$ cat src/rtl/rau_pkg.sv
// Shared types, codes and constants of the rational arithmetic unit.
package rau_pkg;

    // Magnitudes inside the datapath are carried at this width.
    localparam int MAG_W = 64;

    // Operation codes.
    localparam logic [3:0] CMD_ADD   = 4'd0;
    localparam logic [3:0] CMD_SUB   = 4'd1;
    localparam logic [3:0] CMD_MUL   = 4'd2;
    localparam logic [3:0] CMD_DIV   = 4'd3;
    localparam logic [3:0] CMD_NEG   = 4'd4;
    localparam logic [3:0] CMD_ABS   = 4'd5;
    localparam logic [3:0] CMD_FRAC  = 4'd6;
    localparam logic [3:0] CMD_INT   = 4'd7;
    localparam logic [3:0] CMD_FLOOR = 4'd8;
    localparam logic [3:0] CMD_CEIL  = 4'd9;
    localparam logic [3:0] CMD_ROUND = 4'd10;
    localparam logic [3:0] CMD_EQ    = 4'd11;
    localparam logic [3:0] CMD_LT    = 4'd12;

    // Status codes.
    localparam logic [1:0] STAT_OK   = 2'd0;
    localparam logic [1:0] STAT_DIV0 = 2'd1;
    localparam logic [1:0] STAT_OVF  = 2'd2;

    typedef struct packed {
        logic [3:0]         cmd;
        logic signed [31:0] a_num;
        logic signed [31:0] a_den;
        logic signed [31:0] b_num;
        logic signed [31:0] b_den;
    } t_in_item;

    typedef struct packed {
        logic signed [31:0] res_num;
        logic [30:0]        res_den;
        logic               compare_true;
        logic [1:0]         status;
    } t_out_item;

    // Control that the divider broadcasts to every cell of its row.
    typedef struct packed {
        logic load;
        logic step;
        logic take;
    } t_cell_ctl;

    typedef enum logic [4:0] {
        ST_IDLE,
        ST_GCD,
        ST_RED1,
        ST_RED2,
        ST_RED3,
        ST_DIV,
        ST_MUL,
        ST_A_DONE,
        ST_B_DONE,
        ST_OP,
        ST_MD1,
        ST_MD2,
        ST_LT1,
        ST_LT2,
        ST_ADD1,
        ST_ADD2,
        ST_ADD3,
        ST_ADD4,
        ST_ADD5,
        ST_ADD6,
        ST_QR,
        ST_FIN
    } t_state;

endpackage

$ cat src/rtl/rau_cell.sv
// One bit slice of the shift-subtract divider row.
module rau_cell (
    input  logic               i_clk,
    input  rau_pkg::t_cell_ctl i_ctl,
    input  logic               i_load_d,
    input  logic               i_load_q,
    input  logic               i_rem_in,
    input  logic               i_q_in,
    input  logic               i_borrow_in,
    output logic               o_rem,
    output logic               o_q,
    output logic               o_borrow
);
    import rau_pkg::*;

    logic r_rem;
    logic r_d;
    logic r_q;
    logic w_diff;

    // Trial subtraction of the divisor bit, borrow ripples to the next cell.
    assign w_diff   = i_rem_in ^ r_d ^ i_borrow_in;
    assign o_borrow = (~i_rem_in & r_d) | (~(i_rem_in ^ r_d) & i_borrow_in);
    assign o_rem    = r_rem;
    assign o_q      = r_q;

    // Load the operands, or shift one place and keep or drop the difference.
    always_ff @(posedge i_clk) begin
        if (i_ctl.load) begin
            r_rem <= 1'b0;
            r_d   <= i_load_d;
            r_q   <= i_load_q;
        end else if (i_ctl.step) begin
            r_rem <= i_ctl.take ? w_diff : i_rem_in;
            r_q   <= i_q_in;
        end
    end

endmodule

$ cat src/rtl/rau_div.sv
// Restoring divider built as a row of bit cells, one quotient bit per cycle.
module rau_div (
    input  logic                      i_clk,
    input  logic                      i_rst_n,
    input  logic                      i_start,
    input  logic [rau_pkg::MAG_W-1:0] i_dividend,
    input  logic [rau_pkg::MAG_W-1:0] i_divisor,
    output logic                      o_done,
    output logic [rau_pkg::MAG_W-1:0] o_quot,
    output logic [rau_pkg::MAG_W-1:0] o_rem
);
    import rau_pkg::*;

    localparam int CW = $clog2(MAG_W);

    logic             r_busy;
    logic             r_done;
    logic [CW-1:0]    r_cnt;
    logic [MAG_W-1:0] w_rem;
    logic [MAG_W-1:0] w_q;
    logic [MAG_W-1:0] w_bout;
    logic             w_take;
    t_cell_ctl        w_ctl;

    // The shifted remainder fits the divisor when its top bit is set or no borrow remains.
    assign w_take     = w_rem[MAG_W-1] | ~w_bout[MAG_W-1];
    assign w_ctl.load = i_start;
    assign w_ctl.step = r_busy;
    assign w_ctl.take = w_take;

    // The row of cells; the top quotient bit wraps into the bottom remainder bit.
    for (genvar i = 0; i < MAG_W; i++) begin : g_cell
        logic w_rin;
        logic w_qin;
        logic w_bin;
        if (i == 0) begin : g_first
            assign w_rin = w_q[MAG_W-1];
            assign w_qin = w_take;
            assign w_bin = 1'b0;
        end else begin : g_next
            assign w_rin = w_rem[i-1];
            assign w_qin = w_q[i-1];
            assign w_bin = w_bout[i-1];
        end
        rau_cell u_cell (
            .i_clk       (i_clk),
            .i_ctl       (w_ctl),
            .i_load_d    (i_divisor[i]),
            .i_load_q    (i_dividend[i]),
            .i_rem_in    (w_rin),
            .i_q_in      (w_qin),
            .i_borrow_in (w_bin),
            .o_rem       (w_rem[i]),
            .o_q         (w_q[i]),
            .o_borrow    (w_bout[i])
        );
    end

    // Step counter: one step per quotient bit.
    always_ff @(posedge i_clk) begin
        if (!i_rst_n) begin
            r_busy <= 1'b0;
            r_done <= 1'b0;
            r_cnt  <= '0;
        end else begin
            r_done <= 1'b0;
            if (i_start) begin
                r_busy <= 1'b1;
                r_cnt  <= '0;
            end else if (r_busy) begin
                r_cnt <= r_cnt + 1'b1;
                if (r_cnt == CW'(MAG_W - 1)) begin
                    r_busy <= 1'b0;
                    r_done <= 1'b1;
                end
            end
        end
    end

    assign o_done = r_done;
    assign o_quot = w_q;
    assign o_rem  = w_rem;

endmodule

$ cat config.mk
export PLATFORM = sky130hd
export DESIGN_NAME = rau_div
export DESIGN_NICKNAME = d
export VERILOG_FILES = /design/src/rtl/rau_pkg.sv /design/src/rtl/rau_cell.sv /design/src/rtl/rau_div.sv
export SDC_FILE = /design/constraint.sdc
export NUM_CORES = 1
export LEC_CHECK = 0
export ABC_AREA = 0
export ABC_CLOCK_PERIOD_IN_PS = 40500
export BUFFER_PORTS_ARGS = -buffer_cell sky130_fd_sc_hd__buf_2
export CORE_UTILIZATION = 40
export DETAILED_ROUTE_END_ITERATION = 8
export GPL_TIMING_DRIVEN = 0
export SETUP_SLACK_MARGIN = 0.15
export SKIP_LAST_GASP = 1
export SLEW_MARGIN = 30
export SYNTH_ARGS = -nofsm -noshare
export SYNTH_HDL_FRONTEND = slang
export SYNTH_SLANG_ARGS = --single-unit
$ cat constraint.sdc
create_clock -name i_clk -period 40.5 [get_ports i_clk]
set_input_delay 8.1 -clock i_clk [delete_from_list [all_inputs] [get_ports i_clk]]
set_output_delay 8.1 -clock i_clk [all_outputs]
set_load 0.005 [all_outputs]
==> summary.md, run 1 <==
| Metric | Value |
|---|---|
| Setup crit end | g_cell[14].u_cell.o_rem |
| Async set-reset flop share out of synthesis | 0 |
| Min cycle time layout | 30.32 ns |
| CTS sink count | 200 |
| Chip height | 163 um |
| Final setup vio count | 0 |
| Worst hold slack | 0.496 ns |
| Wire per inst | roughly 17 um |
| Met3 wire length | 2.19 mm |
| IO Pins | 260 |
| Post-synthesis net count | 1053 |
| Mapped Cells | 857 |
| Cell count after placement | 1448 |
| Die ar. | 26600 um2 |
| Port Buffers | between 200 and 300 |
| # DRC | 0 |
| Die X | ~160 um |
| EDFF count, synth | ~130 |
| CP Max Fanout | 10 |
| Seq cells post-synth | 200 |
| RD Place Congestion | 0.783 |
| Post-synth cell types | 32 |
| Avg Cell Area, Syn | 12.1 um2 |
| Setup_tns | 0 ns |
| P_sw | 0.117 mW |
| RSZ-0062 raised after global routing | no |
| Initial antenna violation count | 6 |
| Clk buf depth | 2 |
| Non-filler cells, final | around 1500 |
| MaxCap Viol Count | 0 |
| Most common cell after layout, fill and taps aside | buf_2 |
| CP arrival | roughly 31 ns |
| Final ANT Viol Nets | 0 |
| Crit path from | g_cell[63].u_cell.o_q |
| Vias | 7123 |
| Worst setup margin | 10.18 ns |
| Crit start category | register |
| Yosys Warn Count | 0 |
| Root Buffer | clkbuf_16 |
| Iter 0 DRT Violations | 468 |
| Ys flop type | edfxtp_1 |
| Post CTS Setup Buffer Count | 0 |
| Met2 routed WL | 12.2 mm |
| Cell area after synthesis | about 10000 um2 |
| Peak supply drop | 0.0235 mV |
| Largest net degree at the start of global routing | 40 |
| Cell Pwr Density | 36.5 nW/um2 |
| Crit end category | register |
| Critical Path RT | 40.85 ns |
| Pwr Total | about 0.46 mW |
| Sequential area share after synthesis | 0.510 |
| Row count | 58 |
| Clk pwr share | 0.365 |
| Peak Freq | 33.0 MHz |
| Tcrit/Tclk final | 0.749 |
| Fill cell count | roughly 2300 |
| Post-Place Setup Slack | 10.02 ns |
| Hold Path Class | reg2reg |
| Worst R2R End | g_cell[14].u_cell.o_rem |
| Crit Path Class | reg2reg |
| Most frequent CP cell | fa_1 |
| Post-route cell area | 12700 um2 |
| Total GRT Usage | 0.201 |
| Reg2reg start | g_cell[63].u_cell.o_q |
| First-pass GRT wire length | 40.0 mm |
| Routed wire length | 25.8 mm |
| Drt pass-1 iters | 5 |
| Vias in the first global route | 7254 |
| Final Hold Fails | 0 |
| Global route overflow | 0 |
| Reg2Reg Depth | 71 |
| Layout cells sized above 1 | 0.453 |
| Clock edge transition at the registers on the reported setup and hold paths | 0.07 ns |
| Combinational group share of total power | 0.116 |
| Post-layout util | 0.501 |
| Htree depth | 4 |
| Reg2reg setup slack | 10.18 ns |
| Final net count | between 1000 and 1500 |
| DR top layer | met5 |
| Status | finished, final reports clean |
| CTS resizes | 0 |
| Worst path slowest cell | fa_1 |
| Int Power | 0.347 mW |
| # hold bufs at CTS | 0 |
| Core ar. | 25300 um2 |
| Leak pwr | 4.94 nW |
| Via density | 4.80 |
| Sequential Power Share | 0.519 |
| Placed inst area | 12100 um2 |
| Clock skew | 0.0152 ns |
| Cts bufs inserted | 17 |
| Hold Path Cell Cnt | 2 |
| Slew @ Worst Pin | 0.625 ns |
| Most frequent cells in the layout | buf_2 (282), buf_4 (132), edfxtp_1 (128) |
| Critical path's largest stage delay | around 0.48 ns |
| Slew Limit Fails | 0 |
| Worst skew pair latency | 0.44 ns |
| Post-DP HPWL | 18.8 mm |
| Switching part of the total | 0.252 |
| Starting Density | 0.409 |
| Area growth syn-to-layout | 22.5% |
| CTS tree | done |
| Rel. slew slack | 0.584 |
| Metal-1 WL | 11.0 mm |
[synthesized netlist by cell type (2+ instances only)]
master / instances / area, um2
buf_2: 24 / 120
nand3b_1: 14 / 105
xor2_1: 3 / 26.3
ha_1: 2 / 25.0
buf_4: 131 / 983
a311oi_1: 2 / 17.5
nand3_1: 62 / 310
nand2b_1: 17 / 106
edfxtp_1: 128 / 3840
nor2_1: 8 / 30.0
nand4_1: 2 / 12.5
fa_1: 63 / 1260
mux2_2: 64 / 721
clkbuf_1: 16 / 60.1
dfxtp_1: 72 / 1440
nand2_1: 56 / 210
a31oi_1: 61 / 382
buf_6: 6 / 67.6
or3_1: 48 / 300
inv_1: 66 / 248
[sequential cells by signal, indices dropped and copies added, names as in the netlist]
register,cells
r_cnt,6
g_cell.u_cell.o_rem,64
o_done,1
g_cell.u_cell.o_q,64
g_cell.u_cell.r_d,64
r_busy,1
[worst max-delay path: cells and delay by family, from the launching register on]
kind	cells	cell delay (ns)
simple gates	2	0.53
fa+ha+maj	64	28.67
flops	1	0.41
buf+inv	4	0.41
compound gates	1	0.19
[worst min path at each step]
| stage | from | end | slack [ns] |
|---|---|---|---|
| global route | r_cnt[5] | r_cnt[5] | 0.52 |
| CTS | r_cnt[5] | r_cnt[5] | 0.50 |
| finish | r_cnt[5] | r_cnt[5] | 0.50 |
| detailed placement | r_cnt[5] | r_cnt[5] | 0.49 |
| floorplan | r_cnt[5] | o_done | 0.46 |
| global placement | r_cnt[5] | r_cnt[5] | 0.47 |
[layer usage]
metal / global-route usage / vias to the layer above
met4: 0.0497 / 8
met2: 0.325 / 269
li1: - / 3384
met5: 0 / -
met3: 0.0693 / 21
met1: 0.257 / 3441
[area by class of cell]
| cell class | instances | area (um2) | share of cell area |
|---|---|---|---|
| clock buffers | 20 | 458 | 0.0361 |
| clock inverters | 12 | 114 | 0.00897 |
| flip-flops and latches | 200 | 5290 | 0.416 |
| well taps | 330 | 413 | 0.0325 |
| multi-input cells | 412 | 3600 | 0.283 |
| diodes | 3 | 7.51 | 0.000591 |
| plain buffers | 178 | 1230 | 0.0973 |
| repair buffers | 261 | 1340 | 0.105 |
| inverters | 67 | 251 | 0.0198 |
[logic make-up (layout without fill, tap and decap cells)]
family                     count (synthesis)  count (layout)  synth area share
and+or+nand+nor                          210             210             0.106
DFF                                      200             200             0.510
xor gates and xnor gates                   4               4           0.00338
buffers and inverters                    245             538             0.143
AOI/OAI and AO/OA                         68              68            0.0425
other                                      0               3                 0
muxes                                     65              65            0.0705
adders and majority gates                 65              65             0.124
[power by group through the flow]
stage                     Sequential, mW  Combinational [mW]  Clock (mW)
after floorplan                    0.242              0.0306           0
final                              0.240              0.0539       0.169
after detailed placement           0.245              0.0546           0
after global placement             0.245              0.0533           0
after CTS                          0.241              0.0548       0.173
after global routing               0.242              0.0594       0.180
(Power assumes the default switching activity.)
==> run 2: changes to the inputs <==
ABC_CLOCK_PERIOD_IN_PS = 27600   (was 40500)
PLACE_DENSITY = 0.65   (was default)
clock period = 27.6 ns   (was 40.5 ns; I/O delays follow)
==> run 2 against run 1 <==
Sequential share of layout area is 0.57 points lower. Combinational power rose by 49%. Critical path depth rose by 1. Fmax up 14%. Sequential power rose by 47%. Clock power increased by 51%. Power increased by 48%. Clock-buffer cell count fell by 2. Register-to-register slack got worse by 9.3 ns. Largest cell class unchanged. Highest routed layer unchanged.
==> summary.md, run 2 (synthesized netlist as in run 1, its figures left out) <==
| Metric | Value |
|---|---|
| Status | finished, final reports clean |
| Wire per inst | 17.5 um |
| DR top layer | met5 |
| Post-layout util | 0.508 |
| Post-DP HPWL | 18.9 mm |
| Crit Path Class | reg2reg |
| Min cycle time layout | 26.68 ns |
| Layout cells sized above 1 | 0.505 |
| Port Buffers | 259 |
| Starting Density | 0.409 |
| Combinational group share of total power | 0.117 |
| Die X | 163 um |
| Final Hold Fails | 0 |
| Global route overflow | 0 |
| Cell count after placement | 1448 |
| Worst path slowest cell | fa_1 |
| Largest net degree at the start of global routing | 44 |
| Sequential Power Share | 0.513 |
| Via density | 4.82 |
| Cell Pwr Density | 53.4 nW/um2 |
| Vias in the first global route | 7426 |
| Peak supply drop | 0.0320 mV |
| CTS sink count | 200 |
| Die ar. | 26600 um2 |
| Clk pwr share | 0.370 |
| Initial antenna violation count | 5 |
| Met2 routed WL | 12.4 mm |
| Row count | 58 |
| Total GRT Usage | 0.199 |
| Slew @ Worst Pin | 0.602 ns |
| Chip height | 163 um |
| First-pass GRT wire length | between 30 and 40 mm |
| Core ar. | 25300 um2 |
| Critical path's largest stage delay | 0.44 ns |
| Critical Path RT | about 28 ns |
| Int Power | between 0.5 and 0.6 mW |
| Cts bufs inserted | 17 |
| Vias | between 7000 and 8000 |
| Clock edge transition at the registers on the reported setup and hold paths | 0.08 ns |
| Htree depth | 4 |
| Most common cell after layout, fill and taps aside | buf_2 |
| Most frequent cells in the layout | buf_2 (281), buf_4 (134), edfxtp_1 (128) |
| Most frequent CP cell | fa_2 |
| # DRC | 0 |
| Worst skew pair latency | 0.44 ns |
| CTS tree | done |
| Hold Path Class | reg2reg |
| Leak pwr | 4.97 nW |
| Met3 wire length | 2.38 mm |
| Clock skew | 0.0164 ns |
| Final setup vio count | 0 |
| Peak Freq | 37.5 MHz |
| CP arrival | 27.04 ns |
| Fill cell count | between 2000 and 2500 |
| Final ANT Viol Nets | 0 |
| Root Buffer | clkbuf_16 |
| MaxCap Viol Count | 0 |
| CP Max Fanout | 10 |
| Metal-1 WL | 10.8 mm |
| Iter 0 DRT Violations | 433 |
| Area growth syn-to-layout | 24.2% |
| Non-filler cells, final | about 1500 |
| RD Place Congestion | just under 0.8 |
| Routed wire length | 25.9 mm |
| IO Pins | 260 |
| Rel. slew slack | 0.599 |
| Crit start category | register |
| RSZ-0062 raised after global routing | no |
| Drt pass-1 iters | 5 |
| Setup_tns | 0 ns |
| Slew Limit Fails | 0 |
| Switching part of the total | 0.252 |
| Clk buf depth | 2 |
| Worst hold slack | a little under 0.5 ns |
| P_sw | 0.173 mW |
| Final net count | 1334 |
| Crit end category | register |
| Tcrit/Tclk final | 0.967 |
-- run 2: changes by cell type in the layout (fill, tap and decap cells not counted), sizes merged --
cell    previous run  this run
bufinv             0         1
inv               71        74
diode              3         2
buf              423       424
clkinv             8         6
clkbuf            36        34
-- run 2: path summary, 6_finish.rpt --
kind / from / to / slack (ns) / cells after the start
worst min-delay path: r_cnt[5] / r_cnt[5] / 0.50 / 2
worst max-delay path: g_cell[63].u_cell.o_q / g_cell[50].u_cell.o_rem / 0.92 / 72
worst max register to register: g_cell[63].u_cell.o_q / g_cell[50].u_cell.o_rem / 0.92 / 72
worst min register to register: r_cnt[5] / r_cnt[5] / 0.50 / 2
-- run 2: area by class of cell --
class                      instances  area, um2  share of cell area
antenna                            2       5.00            0.000389
buffer                           178       1240              0.0963
clock buffer                      18        429              0.0333
clock inverter                    14        159              0.0123
inverter                          67        251              0.0195
multi-input combinational        412       3740               0.290
sequential                       200       5290               0.410
tap                              330        413              0.0321
timing repair buffer             262       1350               0.105
-- run 2: power groups by stage --
| stage | Combinational, mW | Clock, mW | Sequential (mW) |
|---|---|---|---|
| floorplan | 0.0450 | 0 | 0.355 |
| global placement | 0.0784 | 0 | 0.360 |
| detailed placement | 0.0808 | 0 | 0.359 |
| CTS | 0.0817 | 0.261 | 0.353 |
| global route | 0.0888 | 0.270 | 0.356 |
| finish | 0.0803 | 0.255 | 0.353 |
-- run 2: worst max-delay path: cells and delay by family, from the launching register on --
family,cells,cell delay (ns)
flip-flops,1,0.37
AND/OR/NAND/NOR,2,0.46
buffers and inverters,5,0.45
adder cells (fa/ha/maj),64,25.12
AO/OA/AOI/OAI,1,0.16
-- run 2: routing by layer --
layer | vias up | track usage
li1 | 3390 | -
met1 | 3451 | 0.244
met5 | - | 0
met3 | 19 | 0.0731
met4 | 8 | 0.0382
met2 | 279 | 0.336
-- run 2: stage by stage --
step	instance area, um2	setup slack [ns]	total power, mW
global route	12900	0.174	0.714
global placement	12100	-0.974	0.438
finish	12900	0.917	0.688
CTS	12900	0.202	0.696
floorplan	10400	0.174	0.400
detailed placement	12200	-1.10	0.440
-- run 2: what timing repair did --
| item | CTS | global route |
|---|---|---|
| gates resized for setup | 24 | 7 |
| pin swaps | 0 | 10 |
| buffers inserted | 1 | 0 |
| hold buffers | 0 | 0 |
| setup endpoints to repair | 65 | 65 |
==> run 3: changes to the inputs <==
MAX_ROUTING_LAYER = met4   (was default)
==> run 3 against run 2 <==
Core utilization is essentially flat. Non-clock buffer count stayed put. Register-to-register slack improved by 0.02 ns. Wire length decreased by 0.15%. Critical path type unchanged. Largest cell class unchanged. Largest power group unchanged.
==> summary.md, run 3 (synthesized netlist as in run 1, its figures left out) <==
| Metric | Value |
|---|---|
| Status | finished, final reports clean |
| Via density | 4.81 |
| # DRC | 0 |
| Crit end category | register |
| MaxCap Viol Count | 0 |
| Non-filler cells, final | 1487 |
| Post-DP HPWL | 18.9 mm |
| Initial antenna violation count | 5 |
| P_sw | 0.174 mW |
| Final net count | 1334 |
| Final setup vio count | 0 |
| Port Buffers | approximately 260 |
| First-pass GRT wire length | 39.9 mm |
| Global route overflow | 0 |
| Layout cells sized above 1 | 0.505 |
| Cell Pwr Density | between 50 and 60 nW/um2 |
| Critical Path RT | around 28 ns |
| Die X | approximately 160 um |
| Worst hold slack | between 0.4 and 0.5 ns |
| Clock edge transition at the registers on the reported setup and hold paths | 0.07 ns |
| RSZ-0062 raised after global routing | no |
| Critical path's largest stage delay | ~0.44 ns |
| Clock skew | 0.0176 ns |
| Largest net degree at the start of global routing | 44 |
| CTS sink count | 200 |
| Crit start category | register |
| RD Place Congestion | between 0.7 and 0.8 |
| Most frequent CP cell | fa_2 |
| Peak supply drop | around 0.032 mV |
| Root Buffer | clkbuf_16 |
| Tcrit/Tclk final | 0.966 |
| Most frequent cells in the layout | buf_2 (281), buf_4 (134), edfxtp_1 (128) |
| Total GRT Usage | 0.205 |
| Peak Freq | 37.5 MHz |
| Chip height | 163 um |
| Area growth syn-to-layout | 24.3% |
| CP Max Fanout | 10 |
| CTS tree | done |
| Final ANT Viol Nets | 0 |
| Final Hold Fails | 0 |
| Cts bufs inserted | 17 |
| Most common cell after layout, fill and taps aside | buf_2 |
| Wire per inst | 17.4 um |
| Slew Limit Fails | 0 |
| Crit Path Class | reg2reg |
| Clk pwr share | 0.371 |
| Switching part of the total | 0.253 |
| Vias in the first global route | 7445 |
| Cell count after placement | 1448 |
| Min cycle time layout | approximately 27 ns |
| Drt pass-1 iters | 5 |
| Die ar. | 26600 um2 |
| Sequential Power Share | 0.512 |
| Iter 0 DRT Violations | 466 |
| Core ar. | 25300 um2 |
| Htree depth | 4 |
| Combinational group share of total power | 0.117 |
| Row count | 58 |
| CP arrival | around 27 ns |
| IO Pins | 260 |
| Worst path slowest cell | fa_1 |
| # hold bufs at CTS | 0 |
| Int Power | 0.514 mW |
| Hold Path Class | reg2reg |
| Leak pwr | 4.97 nW |
| Rel. slew slack | 0.602 |
| Slew @ Worst Pin | 0.598 ns |
| Starting Density | 0.409 |
| Routed wire length | 25.9 mm |
| Vias | 7156 |
| Worst skew pair latency | 0.44 ns |
| Clk buf depth | 2 |
-- run 3: cell types whose count changed in the layout (fill, tap and decap cells not counted) --
cell     change
diode_2      +4
-- run 3: path summary, 6_finish.rpt --
check | from | end | slack (ns) | cells after the start
max | g_cell[63].u_cell.o_q | g_cell[51].u_cell.o_rem | 0.93 | 72
min reg2reg | r_cnt[5] | r_cnt[5] | 0.50 | 2
min | r_cnt[5] | r_cnt[5] | 0.50 | 2
max reg2reg | g_cell[63].u_cell.o_q | g_cell[51].u_cell.o_rem | 0.93 | 72
-- run 3: metrics by stage --
| step | util | area [um2] | TNS, ns | power (mW) | setup slack (ns) |
|---|---|---|---|---|---|
| after global placement | 0.480 | 12100 | -60.08 | 0.438 | -0.974 |
| after global routing | 0.509 | 12900 | 0 | 0.714 | 0.171 |
| final | 0.509 | 12900 | 0 | 0.689 | 0.934 |
| after CTS | 0.508 | 12900 | 0 | 0.696 | 0.202 |
| after detailed placement | 0.482 | 12200 | -67.87 | 0.440 | -1.10 |
| after floorplan | - | 10400 | 0 | 0.400 | 0.174 |
-- run 3: power groups by stage --
| stage | Clock [mW] | Sequential [mW] | Combinational, mW |
|---|---|---|---|
| floorplan | 0 | 0.355 | 0.0450 |
| global placement | 0 | 0.360 | 0.0784 |
| detailed placement | 0 | 0.359 | 0.0808 |
| CTS | 0.261 | 0.353 | 0.0817 |
| global route | 0.270 | 0.356 | 0.0887 |
| finish | 0.255 | 0.353 | 0.0805 |
-- run 3: what timing repair did --
| item | in CTS | in global routing |
|---|---|---|
| setup endpoints to repair | 65 | 65 |
| gates resized for setup | 24 | 7 |
| setup buffers | 1 | 0 |
| endpoints found under the hold margin | 0 | 0 |
| pin swaps | 0 | 10 |
-- run 3: cell type report --
cell class                 count  area (um2)
multi-input combinational    412        3740
sequential                   200        5290
buffer                       178        1240
timing repair buffer         262        1350
antenna                        6        15.0
clock inverter                14         159
fill                        2291       12400
inverter                      67         251
tap                          330         413
clock buffer                  18         429
-- run 3: worst max-delay path, delay by kind of cell, from the launching register on --
family | cells | cell delay, ns
compound gates | 1 | 0.15
fa+ha+maj | 64 | 25.11
buf+inv | 5 | 0.45
flops | 1 | 0.37
simple gates | 2 | 0.47
-- run 3: routing by layer --
metal  GRT usage  share of wire  wire [um]  vias to the layer above
li1            -              -          -                     3393
met1       0.253           0.43      11100                     3474
met2       0.336           0.48      12500                      278
met3      0.0609          0.082       2110                       11
met4      0.0382         0.0076        197                        0
met5           -              0          0                        -
